`config.mk`:
```
export PLATFORM = sky130hd
export DESIGN_NAME = fifo_lru_page_replacement
export DESIGN_NICKNAME = d
export VERILOG_FILES = /design/src/hw/rtl/flpr_pkg.sv /design/src/hw/rtl/flpr_front.sv /design/src/hw/rtl/flpr_queue.sv /design/src/hw/rtl/flpr_back.sv /design/src/hw/rtl/fifo_lru_page_replacement.sv
export VERILOG_INCLUDE_DIRS = /design/src /design/src/hw/rtl
export SDC_FILE = /design/constraint.sdc
export NUM_CORES = 2
export LEC_CHECK = 0
export BUFFER_PORTS_ARGS = -buffer_cell sky130_fd_sc_hd__buf_2
export CORE_UTILIZATION = 57
export CTS_BUF_LIST = sky130_fd_sc_hd__clkbuf_4
export DETAILED_ROUTE_END_ITERATION = 8
export PLACE_DENSITY = 0.74
export SYNTH_ARGS = -nofsm -noshare
export SYNTH_HDL_FRONTEND = slang
export SYNTH_SLANG_ARGS = --single-unit
export TNS_END_PERCENT = 30
```
`constraint.sdc`:
```
create_clock -name clk -period 18.6 [get_ports clk]
set_clock_uncertainty 0.2 [all_clocks]
set_input_delay 1.86 -clock clk [delete_from_list [all_inputs] [get_ports clk]]
set_output_delay 1.86 -clock clk [all_outputs]
set_load 0.02 [all_outputs]
```
`src/hw/rtl/fifo_lru_page_replacement_defines.svh`:
```
// ----------------------------------------------------------------------------
// fifo_lru_page_replacement_defines
// Assertion macros shared by the page replacement block. Each macro expects
// clk and rst in scope and reports through $error.
// ----------------------------------------------------------------------------
`ifndef FIFO_LRU_PAGE_REPLACEMENT_DEFINES_SVH
`define FIFO_LRU_PAGE_REPLACEMENT_DEFINES_SVH

// same-cycle implication
`define FLPR_ASSERT_IMPLIES(label, ante, cons, msg) \
  label: assert property (@(posedge clk) disable iff (rst) (ante) |-> (cons)) \
    else $error(msg);

// next-cycle implication
`define FLPR_ASSERT_NEXT(label, ante, cons, msg) \
  label: assert property (@(posedge clk) disable iff (rst) (ante) |=> (cons)) \
    else $error(msg);

`endif

```
`src/hw/rtl/flpr_pkg.sv`:
```
// ----------------------------------------------------------------------------
// flpr_pkg
// Types and constants shared by the page replacement front end, queue,
// table engine and top level.
// ----------------------------------------------------------------------------
`default_nettype none

package flpr_pkg;

  localparam int REG_IDX_W = 2;
  localparam int CFG_DATA_W = 7;

  localparam logic [REG_IDX_W-1:0] REG_NUM_FRAMES = 2'd0;
  localparam logic [REG_IDX_W-1:0] REG_POLICY     = 2'd1;

  localparam logic POLICY_FIFO = 1'b0;
  localparam logic POLICY_LRU  = 1'b1;

  localparam logic [1:0] KIND_READ  = 2'd0;
  localparam logic [1:0] KIND_WRITE = 2'd1;

  typedef struct packed {
    logic [15:0] page;
    logic [1:0]  access_kind;
  } in_item_t;

  typedef struct packed {
    logic        hit;
    logic [5:0]  frame_index;
    logic        evicted_valid;
    logic [15:0] evicted_page;
    logic [31:0] total_refs;
    logic [31:0] total_misses;
    logic [31:0] read_misses;
    logic [31:0] write_misses;
    logic [31:0] miss_time;
    logic [31:0] writeback_time;
  } out_item_t;

  // classified reference as it travels from front to back
  typedef struct packed {
    logic [15:0] page;
    logic        is_read;
    logic        is_write;
  } work_item_t;

  typedef enum logic {
    BK_IDLE,
    BK_UPDATE
  } bk_state_t;

  typedef struct packed {
    logic busy;
    logic update;
  } bk_status_t;

endpackage

`default_nettype wire

```
`src/hw/rtl/flpr_front.sv`:
```
// ----------------------------------------------------------------------------
// flpr_front
// Input stage: takes one page reference per beat, decodes the access kind
// and holds the classified item until the queue takes it.
// ----------------------------------------------------------------------------
`default_nettype none

module flpr_front (
  input  wire logic                 clk,
  input  wire logic                 rst,
  input  wire logic                 in_valid,
  output logic                      in_ready,
  input  wire flpr_pkg::in_item_t   in_data,
  output logic                      f_valid,
  input  wire logic                 f_ready,
  output flpr_pkg::work_item_t      f_item
);
  import flpr_pkg::*;

  logic accept;

  assign in_ready = !f_valid || f_ready;
  assign accept   = in_valid && in_ready;

  always_ff @(posedge clk) begin
    if (rst) begin
      f_valid <= 1'b0;
    end else if (accept) begin
      f_valid <= 1'b1;
    end else if (f_ready) begin
      f_valid <= 1'b0;
    end
  end

  // kind 3 falls in with kind 2: neither read nor write
  always_ff @(posedge clk) begin
    if (accept) begin
      f_item.page     <= in_data.page;
      f_item.is_read  <= (in_data.access_kind == KIND_READ);
      f_item.is_write <= (in_data.access_kind == KIND_WRITE);
    end
  end

endmodule

`default_nettype wire

```
`src/hw/rtl/flpr_queue.sv`:
```
// ----------------------------------------------------------------------------
// flpr_queue
// Two-entry queue between front end and table engine.
// ----------------------------------------------------------------------------
`default_nettype none

module flpr_queue (
  input  wire logic                  clk,
  input  wire logic                  rst,
  input  wire logic                  in_valid,
  output logic                       in_ready,
  input  wire flpr_pkg::work_item_t  in_item,
  output logic                       out_valid,
  input  wire logic                  out_ready,
  output flpr_pkg::work_item_t       out_item
);
  import flpr_pkg::*;

  localparam int DEPTH = 2;
  localparam int PW = $clog2(DEPTH);
  localparam int CNT_W = $clog2(DEPTH + 1);

  work_item_t       slots [DEPTH];
  logic [PW-1:0]    wr_ptr;
  logic [PW-1:0]    rd_ptr;
  logic [CNT_W-1:0] count;
  logic             push;
  logic             pop;

  assign in_ready  = (count != CNT_W'(DEPTH));
  assign out_valid = (count != '0);
  assign push      = in_valid && in_ready;
  assign pop       = out_valid && out_ready;
  assign out_item  = slots[rd_ptr];

  always_ff @(posedge clk) begin
    if (rst) begin
      wr_ptr <= '0;
      rd_ptr <= '0;
      count  <= '0;
    end else begin
      if (push) begin
        wr_ptr <= wr_ptr + PW'(1);
      end
      if (pop) begin
        rd_ptr <= rd_ptr + PW'(1);
      end
      if (push && !pop) begin
        count <= count + CNT_W'(1);
      end else if (pop && !push) begin
        count <= count - CNT_W'(1);
      end
    end
  end

  always_ff @(posedge clk) begin
    if (push) begin
      slots[wr_ptr] <= in_item;
    end
  end

endmodule

`default_nettype wire

```
`src/hw/rtl/flpr_back.sv`:
```
// ----------------------------------------------------------------------------
// flpr_back
// Table engine: holds the order list of resident (frame, page) pairs, oldest
// first, the configuration registers and the statistics counters. Compares
// a reference against every resident entry and registers the match, then
// applies the hit, fill or eviction once the result register is free.
// ----------------------------------------------------------------------------
`default_nettype none

module flpr_back #(
  parameter int MAX_FRAMES = 64
) (
  input  wire logic                             clk,
  input  wire logic                             rst,
  input  wire logic                             cfg_we,
  input  wire logic [flpr_pkg::REG_IDX_W-1:0]   cfg_index,
  input  wire logic [flpr_pkg::CFG_DATA_W-1:0]  cfg_data,
  input  wire logic                             q_valid,
  output logic                                  q_ready,
  input  wire flpr_pkg::work_item_t             q_item,
  output logic                                  out_valid,
  input  wire logic                             out_ready,
  output flpr_pkg::out_item_t                   out_data,
  output flpr_pkg::bk_status_t                  status
);
  import flpr_pkg::*;

  localparam int FW = (MAX_FRAMES > 1) ? $clog2(MAX_FRAMES) : 1;
  localparam int CW = $clog2(MAX_FRAMES + 1);
  localparam logic [4:0] READ_MISS_TIME  = 5'd5;
  localparam logic [4:0] WRITE_MISS_TIME = 5'd15;

  function automatic logic [31:0] sat_add(input logic [31:0] a, input logic [4:0] b);
    logic [32:0] s;
    s = {1'b0, a} + {28'b0, b};
    return s[32] ? 32'hFFFF_FFFF : s[31:0];
  endfunction

  // configuration
  logic [6:0]    num_frames;
  logic          policy;
  logic [31:0]   nf_wide;
  logic [CW-1:0] n_eff;

  // order list, oldest at index 0; entries at or above filled are stale
  logic [FW-1:0] ord_frame [MAX_FRAMES];
  logic [15:0]   ord_page  [MAX_FRAMES];
  logic [FW-1:0] nb_frame  [MAX_FRAMES];
  logic [15:0]   nb_page   [MAX_FRAMES];
  logic [CW-1:0] filled;
  logic [CW-1:0] filled_next;

  bk_state_t state;
  bk_state_t state_next;
  logic      pop;
  logic      upd;

  logic [MAX_FRAMES-1:0] match_now;
  logic [MAX_FRAMES-1:0] match;
  work_item_t            cur;

  logic          hit;
  logic          full;
  logic          do_shift;
  logic [FW-1:0] pos;
  logic [FW-1:0] hit_frame;
  logic [FW-1:0] shift_from;
  logic [FW-1:0] frame;
  logic [FW+5:0] frame_ext;
  logic [CW-1:0] tail;
  logic          ev_valid;
  logic [15:0]   ev_page;

  logic [31:0] refs;
  logic [31:0] misses;
  logic [31:0] rd_misses;
  logic [31:0] wr_misses;
  logic [31:0] mtime;
  logic [31:0] wbtime;
  logic [31:0] refs_next;
  logic [31:0] misses_next;
  logic [31:0] rd_misses_next;
  logic [31:0] wr_misses_next;
  logic [31:0] mtime_next;
  logic [31:0] wbtime_next;

  // ---------------- configuration ----------------
  always_ff @(posedge clk) begin
    if (rst) begin
      num_frames <= 7'd64;
      policy     <= POLICY_FIFO;
    end else if (cfg_we) begin
      case (cfg_index)
        REG_NUM_FRAMES: num_frames <= cfg_data[6:0];
        REG_POLICY:     policy     <= cfg_data[0];
        default: ;
      endcase
    end
  end

  // zero acts as one, anything above the table size acts as the table size
  always_comb begin
    nf_wide = {25'b0, num_frames};
    if (num_frames == 7'd0) begin
      n_eff = CW'(1);
    end else if (nf_wide > 32'(MAX_FRAMES)) begin
      n_eff = CW'(MAX_FRAMES);
    end else begin
      n_eff = nf_wide[CW-1:0];
    end
  end

  // ---------------- sequencer ----------------
  always_comb begin
    state_next = state;
    case (state)
      BK_IDLE:   if (q_valid) state_next = BK_UPDATE;
      BK_UPDATE: if (!out_valid || out_ready) state_next = BK_IDLE;
      default:   state_next = BK_IDLE;
    endcase
  end

  always_comb begin
    q_ready = (state == BK_IDLE);
    upd     = (state == BK_UPDATE) && (!out_valid || out_ready);
  end

  assign pop = q_valid && q_ready;
  assign status.busy   = (state == BK_UPDATE);
  assign status.update = upd;

  always_ff @(posedge clk) begin
    if (rst) begin
      state <= BK_IDLE;
    end else begin
      state <= state_next;
    end
  end

  // ---------------- lookup ----------------
  always_comb begin
    for (int k = 0; k < MAX_FRAMES; k++) begin
      match_now[k] = (CW'(k) < filled) && (ord_page[k] == q_item.page);
    end
  end

  always_ff @(posedge clk) begin
    if (pop) begin
      match <= match_now;
      cur   <= q_item;
    end
  end

  // ---------------- update ----------------
  for (genvar g = 0; g < MAX_FRAMES; g++) begin : g_nb
    if (g == MAX_FRAMES - 1) begin : g_last
      assign nb_frame[g] = ord_frame[g];
      assign nb_page[g]  = ord_page[g];
    end else begin : g_mid
      assign nb_frame[g] = ord_frame[g+1];
      assign nb_page[g]  = ord_page[g+1];
    end
  end

  always_comb begin
    pos       = '0;
    hit_frame = '0;
    for (int k = 0; k < MAX_FRAMES; k++) begin
      if (match[k]) begin
        pos       = pos | FW'(k);
        hit_frame = hit_frame | ord_frame[k];
      end
    end
    hit        = |match;
    full       = (filled >= n_eff);
    tail       = filled - CW'(1);
    do_shift   = hit ? (policy == POLICY_LRU) : full;
    shift_from = hit ? pos : '0;
    if (hit) begin
      frame = hit_frame;
    end else if (!full) begin
      frame = filled[FW-1:0];
    end else begin
      frame = ord_frame[0];
    end
    ev_valid    = !hit && full;
    ev_page     = ev_valid ? ord_page[0] : 16'd0;
    filled_next = (!hit && !full) ? filled + CW'(1) : filled;
    frame_ext   = {6'b0, frame};
  end

  // FIFO hits aside, close the gap at shift_from; used frame goes newest
  always_ff @(posedge clk) begin
    if (upd) begin
      for (int k = 0; k < MAX_FRAMES; k++) begin
        if (do_shift && (FW'(k) >= shift_from) && (CW'(k) < filled)) begin
          if (CW'(k) == tail) begin
            ord_frame[k] <= frame;
            ord_page[k]  <= cur.page;
          end else begin
            ord_frame[k] <= nb_frame[k];
            ord_page[k]  <= nb_page[k];
          end
        end else if (!hit && !full && (CW'(k) == filled)) begin
          ord_frame[k] <= frame;
          ord_page[k]  <= cur.page;
        end
      end
    end
  end

  always_ff @(posedge clk) begin
    if (rst) begin
      filled <= '0;
    end else if (cfg_we && (cfg_index == REG_NUM_FRAMES)) begin
      filled <= '0;
    end else if (upd) begin
      filled <= filled_next;
    end
  end

  // ---------------- statistics ----------------
  always_comb begin
    refs_next      = sat_add(refs, 5'd1);
    misses_next    = misses;
    rd_misses_next = rd_misses;
    wr_misses_next = wr_misses;
    mtime_next     = mtime;
    wbtime_next    = wbtime;
    if (!hit) begin
      misses_next = sat_add(misses, 5'd1);
      if (cur.is_read) begin
        rd_misses_next = sat_add(rd_misses, 5'd1);
        mtime_next     = sat_add(mtime, READ_MISS_TIME);
      end else if (cur.is_write) begin
        wr_misses_next = sat_add(wr_misses, 5'd1);
        mtime_next     = sat_add(mtime, WRITE_MISS_TIME);
        wbtime_next    = sat_add(wbtime, WRITE_MISS_TIME);
      end
    end
  end

  always_ff @(posedge clk) begin
    if (rst) begin
      refs      <= '0;
      misses    <= '0;
      rd_misses <= '0;
      wr_misses <= '0;
      mtime     <= '0;
      wbtime    <= '0;
    end else if (upd) begin
      refs      <= refs_next;
      misses    <= misses_next;
      rd_misses <= rd_misses_next;
      wr_misses <= wr_misses_next;
      mtime     <= mtime_next;
      wbtime    <= wbtime_next;
    end
  end

  // ---------------- result register ----------------
  always_ff @(posedge clk) begin
    if (rst) begin
      out_valid <= 1'b0;
    end else if (upd) begin
      out_valid <= 1'b1;
    end else if (out_ready) begin
      out_valid <= 1'b0;
    end
  end

  always_ff @(posedge clk) begin
    if (upd) begin
      out_data.hit            <= hit;
      out_data.frame_index    <= frame_ext[5:0];
      out_data.evicted_valid  <= ev_valid;
      out_data.evicted_page   <= ev_page;
      out_data.total_refs     <= refs_next;
      out_data.total_misses   <= misses_next;
      out_data.read_misses    <= rd_misses_next;
      out_data.write_misses   <= wr_misses_next;
      out_data.miss_time      <= mtime_next;
      out_data.writeback_time <= wbtime_next;
    end
  end

endmodule

`default_nettype wire

```
`src/hw/rtl/fifo_lru_page_replacement.sv`:
```
// ----------------------------------------------------------------------------
// fifo_lru_page_replacement
// Page frame table with FIFO or LRU replacement and fault statistics.
// ----------------------------------------------------------------------------
// The block takes one page reference per beat and returns one result per
// reference, in order. The table engine compares each reference against
// every resident entry in its idle state and registers the match, then
// applies the hit, fill or eviction to the order list and counters in its
// update state; it takes the next reference only after that update. A
// front register and a two-entry queue keep taking input while the engine
// works, and while a result waits the engine can still look up the next
// reference but holds its update until the result register frees. An input
// passes through the front register, a queue slot, the match register and
// the result register. Writing num_frames empties the table (statistics
// are kept); there is no clearing pass after reset.
// ----------------------------------------------------------------------------
`default_nettype none

`include "fifo_lru_page_replacement_defines.svh"

module fifo_lru_page_replacement #(
  parameter int MAX_FRAMES = 64
) (
  input  wire logic                             clk,
  input  wire logic                             rst,
  input  wire logic                             cfg_we,
  input  wire logic [flpr_pkg::REG_IDX_W-1:0]   cfg_index,
  input  wire logic [flpr_pkg::CFG_DATA_W-1:0]  cfg_data,
  input  wire logic                             in_valid,
  output logic                                  in_ready,
  input  wire flpr_pkg::in_item_t               in_data,
  output logic                                  out_valid,
  input  wire logic                             out_ready,
  output flpr_pkg::out_item_t                   out_data
);
  import flpr_pkg::*;

  logic       f_valid;
  logic       f_ready;
  work_item_t f_item;
  logic       q_valid;
  logic       q_ready;
  work_item_t q_item;
  bk_status_t bk_stat;

  flpr_front u_front (
    .clk      (clk),
    .rst      (rst),
    .in_valid (in_valid),
    .in_ready (in_ready),
    .in_data  (in_data),
    .f_valid  (f_valid),
    .f_ready  (f_ready),
    .f_item   (f_item)
  );

  flpr_queue u_queue (
    .clk       (clk),
    .rst       (rst),
    .in_valid  (f_valid),
    .in_ready  (f_ready),
    .in_item   (f_item),
    .out_valid (q_valid),
    .out_ready (q_ready),
    .out_item  (q_item)
  );

  flpr_back #(
    .MAX_FRAMES (MAX_FRAMES)
  ) u_back (
    .clk       (clk),
    .rst       (rst),
    .cfg_we    (cfg_we),
    .cfg_index (cfg_index),
    .cfg_data  (cfg_data),
    .q_valid   (q_valid),
    .q_ready   (q_ready),
    .q_item    (q_item),
    .out_valid (out_valid),
    .out_ready (out_ready),
    .out_data  (out_data),
    .status    (bk_stat)
  );

  `FLPR_ASSERT_IMPLIES(a_no_evict_on_hit, out_valid && out_data.hit,
    !out_data.evicted_valid, "eviction reported on a hit")
  `FLPR_ASSERT_IMPLIES(a_misses_le_refs, out_valid,
    out_data.total_misses <= out_data.total_refs, "more misses than references")
  `FLPR_ASSERT_IMPLIES(a_rd_le_misses, out_valid,
    out_data.read_misses <= out_data.total_misses, "more read misses than misses")
  `FLPR_ASSERT_NEXT(a_update_drains, bk_stat.busy && !out_valid,
    !bk_stat.busy, "update held with a free result register")
  `FLPR_ASSERT_IMPLIES(a_update_when_busy, bk_stat.update,
    bk_stat.busy, "update outside the busy state")

endmodule

`default_nettype wire
```
==> reports/qor.yml <==
status: "complete, but fails checks"
violations: "DRC"
holdBufCountCts: 0
grt_start_max_net_pins: 88
utilization_pct: 64.1
worst_pin_slew_ns: 1.40
cts_root_buf: "clkbuf_4"
globalplace.congestion: 1.12
post-route-period-util_pct: 36.2
min_path_cells: 0
drt_iter0_markers: 13100
drtPass1Iterations: 9
slowest_delay_ns: 1.26
start_kind: "flop"
setup_viol: 0
post_cts_resize_count: 0
synthArstFlopShare_pct: 0
grt_pass1_vias: 77600
fmax_ghz: 0.148
gr-total-overflow: 0
maxSlewHeadroom_pct: 6.58
avgSynthCellArea_um2: 12.4
synth_warnings: 0
routed_wl_mm: 434
worst-endpoint-arrival_ns: 7.53
syn_area_um2: 102000
p_int_mw: 7.00
hp-class: "reg -> reg"
grtUsageTotal_pct: 47.2
die-area_um2: 181000
rsz0062_at_grt: "false"
setup-tns-final_ns: 0
rows: 154
crit_chain: "nor4_1 -> nand4_1 -> nor4_4 -> buf_4 -> and3_1 -> buf_4 -> nand4_1 -> nand3b_1 -> o21ai_2"
worstSetupEndpointType: "flop"
synth_cells: 8207
synth_most_common_cell: "edfxtp_1"
final_antenna_net_count: 0
p_comb_share_pct: 6.4
netlist_top_cells_area: "edfxtp_1, mux2_2, xnor2_1"
vias: 80000
core_area_um2: 177000
r2r-start: "u_back.match[28]"
fp.dieW_um: 425
start_util_pct: 57.7
die_h_um: 425
ir_drop_v: 0.0000975
worstHoldStart: "u_front.f_item[17]"
drv_cap: 0
drc: 3
ios: 250
leakagePower_nw: 36.4
crit_family: "simple AND/OR/NAND/NOR gates"
slowest_stage: "o21ai_2"
required_ns: 19.39
fillCellCount: 12100
port_buffers: 249
finalNetCount: 8652
report.power.total_mw: 9.38
drive_gt1_share_pct: 28.9
clk_pin_slew_worst_paths_ns: 0.06
cts_sinks: 1975
p_sw_mw: 2.37
grt_pass1_wl_mm: 595
cts_buffers: 533
fin_hold_ws_ns: 0.234
critPathBufInv: 2
synthesis.nets: 8261
synth_area_leader_cell: "edfxtp_1"
pwr-share-clk_pct: 42.0
viasPerCell: 7.05
htree_levels: 6
ys_ff_latch: 1975
cts_buffer_depth: 4
powerDensity_nw_per_um2: 82.7
worst-setup-path-type: "reg -> reg"
switching_share_pct: 25.3
antenna_found_initial: 53
power.share.sequential_pct: 51.6
yosysSeqAreaShare_pct: 56.0
clock_latency_ns: 1.51
synth_common_cells: "edfxtp_1, mux2_2, xnor2_1, nor2_1, clkbuf_1"
hpwlAfterDp_mm: 308
cts_tree: "done"
post_cts_buffers: 0
crit_start: "u_back.match[28]"
hold_violations: 0
synth-main-ff-cell: "edfxtp_1"
slew_violations: 0
route.detailed.wl_per_inst_um: 38.3
synth_edf_count: 1760
fin_crit_ns: 6.74
synth.distinct_cells: 93
cp.depth: 9
syn2layout_area_growth_pct: 11.2
synth_top_area_share_pct: 51.8
crit_path_max_fanout: 31
rr_worst_depth: 9
==> power by group through the flow <==
stage | Combinational, mW | Clock, mW | Sequential [mW]
after floorplan | 0.353 | 0 | 4.95
after global placement | 0.551 | 0 | 4.93
after detailed placement | 0.571 | 0 | 4.94
after CTS | 0.581 | 3.92 | 4.84
after global routing | 0.615 | 4.14 | 4.84
final | 0.602 | 3.93 | 4.84
==> registers in the layout, indices dropped and copies added (netlist names), 32 cells and up, named ones only <==
signal            flops
u_queue.slots        36
u_back.ord_page    1024
u_back.misses        32
u_back.wr_misses     32
u_back.match         64
u_back.ord_frame    384
u_back.rd_misses     32
u_back.mtime         32
u_back.wbtime        32
u_back.refs          32
u_back.out_data     216
==> cell families (layout without fill, tap and decap cells) <==
logic type | after synthesis | count (layout) | synth area share (%)
simple gates | 1922 | 1922 | 9.49
fa+ha+maj | 22 | 22 | 0.270
mux | 1290 | 1290 | 14.2
xor+xnor | 1137 | 1137 | 9.76
compound gates | 1118 | 1118 | 7.36
other cells | 0 | 38 | 0
buf+inv | 743 | 1504 | 2.89
flops | 1975 | 1975 | 56.0
==> placed cells by master (no fill, tap or decap), types with 25 or more instances in the layout <==
master | Yosys | layout
and3_1 | 65 | 65
nor4_1 | 239 | 234
a221oi_1 | 40 | 40
a31oi_1 | 44 | 42
clkinv_1 | 2 | 94
nand4_1 | 200 | 200
a211oi_1 | 48 | 46
mux2_2 | 1063 | 1063
diode_2 | 0 | 38
and2_1 | 45 | 45
a22oi_1 | 127 | 127
nor2_1 | 489 | 478
clkbuf_4 | 0 | 770
mux2i_1 | 48 | 32
o21ai_0 | 137 | 114
or3_1 | 26 | 26
buf_4 | 13 | 270
inv_1 | 73 | 73
buf_2 | 90 | 248
nor3_1 | 176 | 171
nand3_1 | 161 | 161
xor2_1 | 249 | 249
xnor2_1 | 888 | 888
o21ai_2 | 1 | 25
a22o_1 | 39 | 38
a21oi_1 | 395 | 391
a311oi_1 | 95 | 94
dfxtp_1 | 215 | 210
nand2_1 | 389 | 387
edfxtp_1 | 1760 | 1760
and4_1 | 33 | 33
mux2_1 | 179 | 179
==> path summary, 6_finish.rpt <==
| kind | end | slack, ns |
|---|---|---|
| worst max-delay path | u_back.ord_frame[18][7] | 11.86 |
| worst min-delay path | u_queue.slots[1][17] | 0.23 |
| worst min register to register | u_queue.slots[1][17] | 0.23 |
| worst max register to register | u_back.ord_frame[18][7] | 11.86 |
==> metrics by stage <==
stage          instance area [µm²]  worst slack, ns  std cells
6_report                    113000            11.86      11300
2_1_floorplan               102000             8.77       8207
5_1_grt                     113000            11.91      11300
3_5_place_dp                107000            12.38      10400
3_3_place_gp                107000            12.45      10400
4_1_cts                     113000            12.30      11300
==> routing by layer <==
metal	vias to the layer above	GRT usage (%)	part of all wire (%)
met5	-	0.608	0.077
met3	1855	12.7	12
met2	7184	72.7	44
li1	31900	-	-
met4	31	33.1	8.6
met1	39000	57.9	35
==> cell type report <==
class	instances	area [µm²]	share of cell area (%)
antenna	38	95.1	0.0839
clock inverter	135	697	0.615
inverter	77	297	0.262
multi-input combinational	5489	43100	38.0
timing repair buffer	522	3340	2.95
clock buffer	770	5780	5.10
tap	2340	2930	2.58
sequential	1975	57200	50.4
Power figures use the tool's default switching activity.
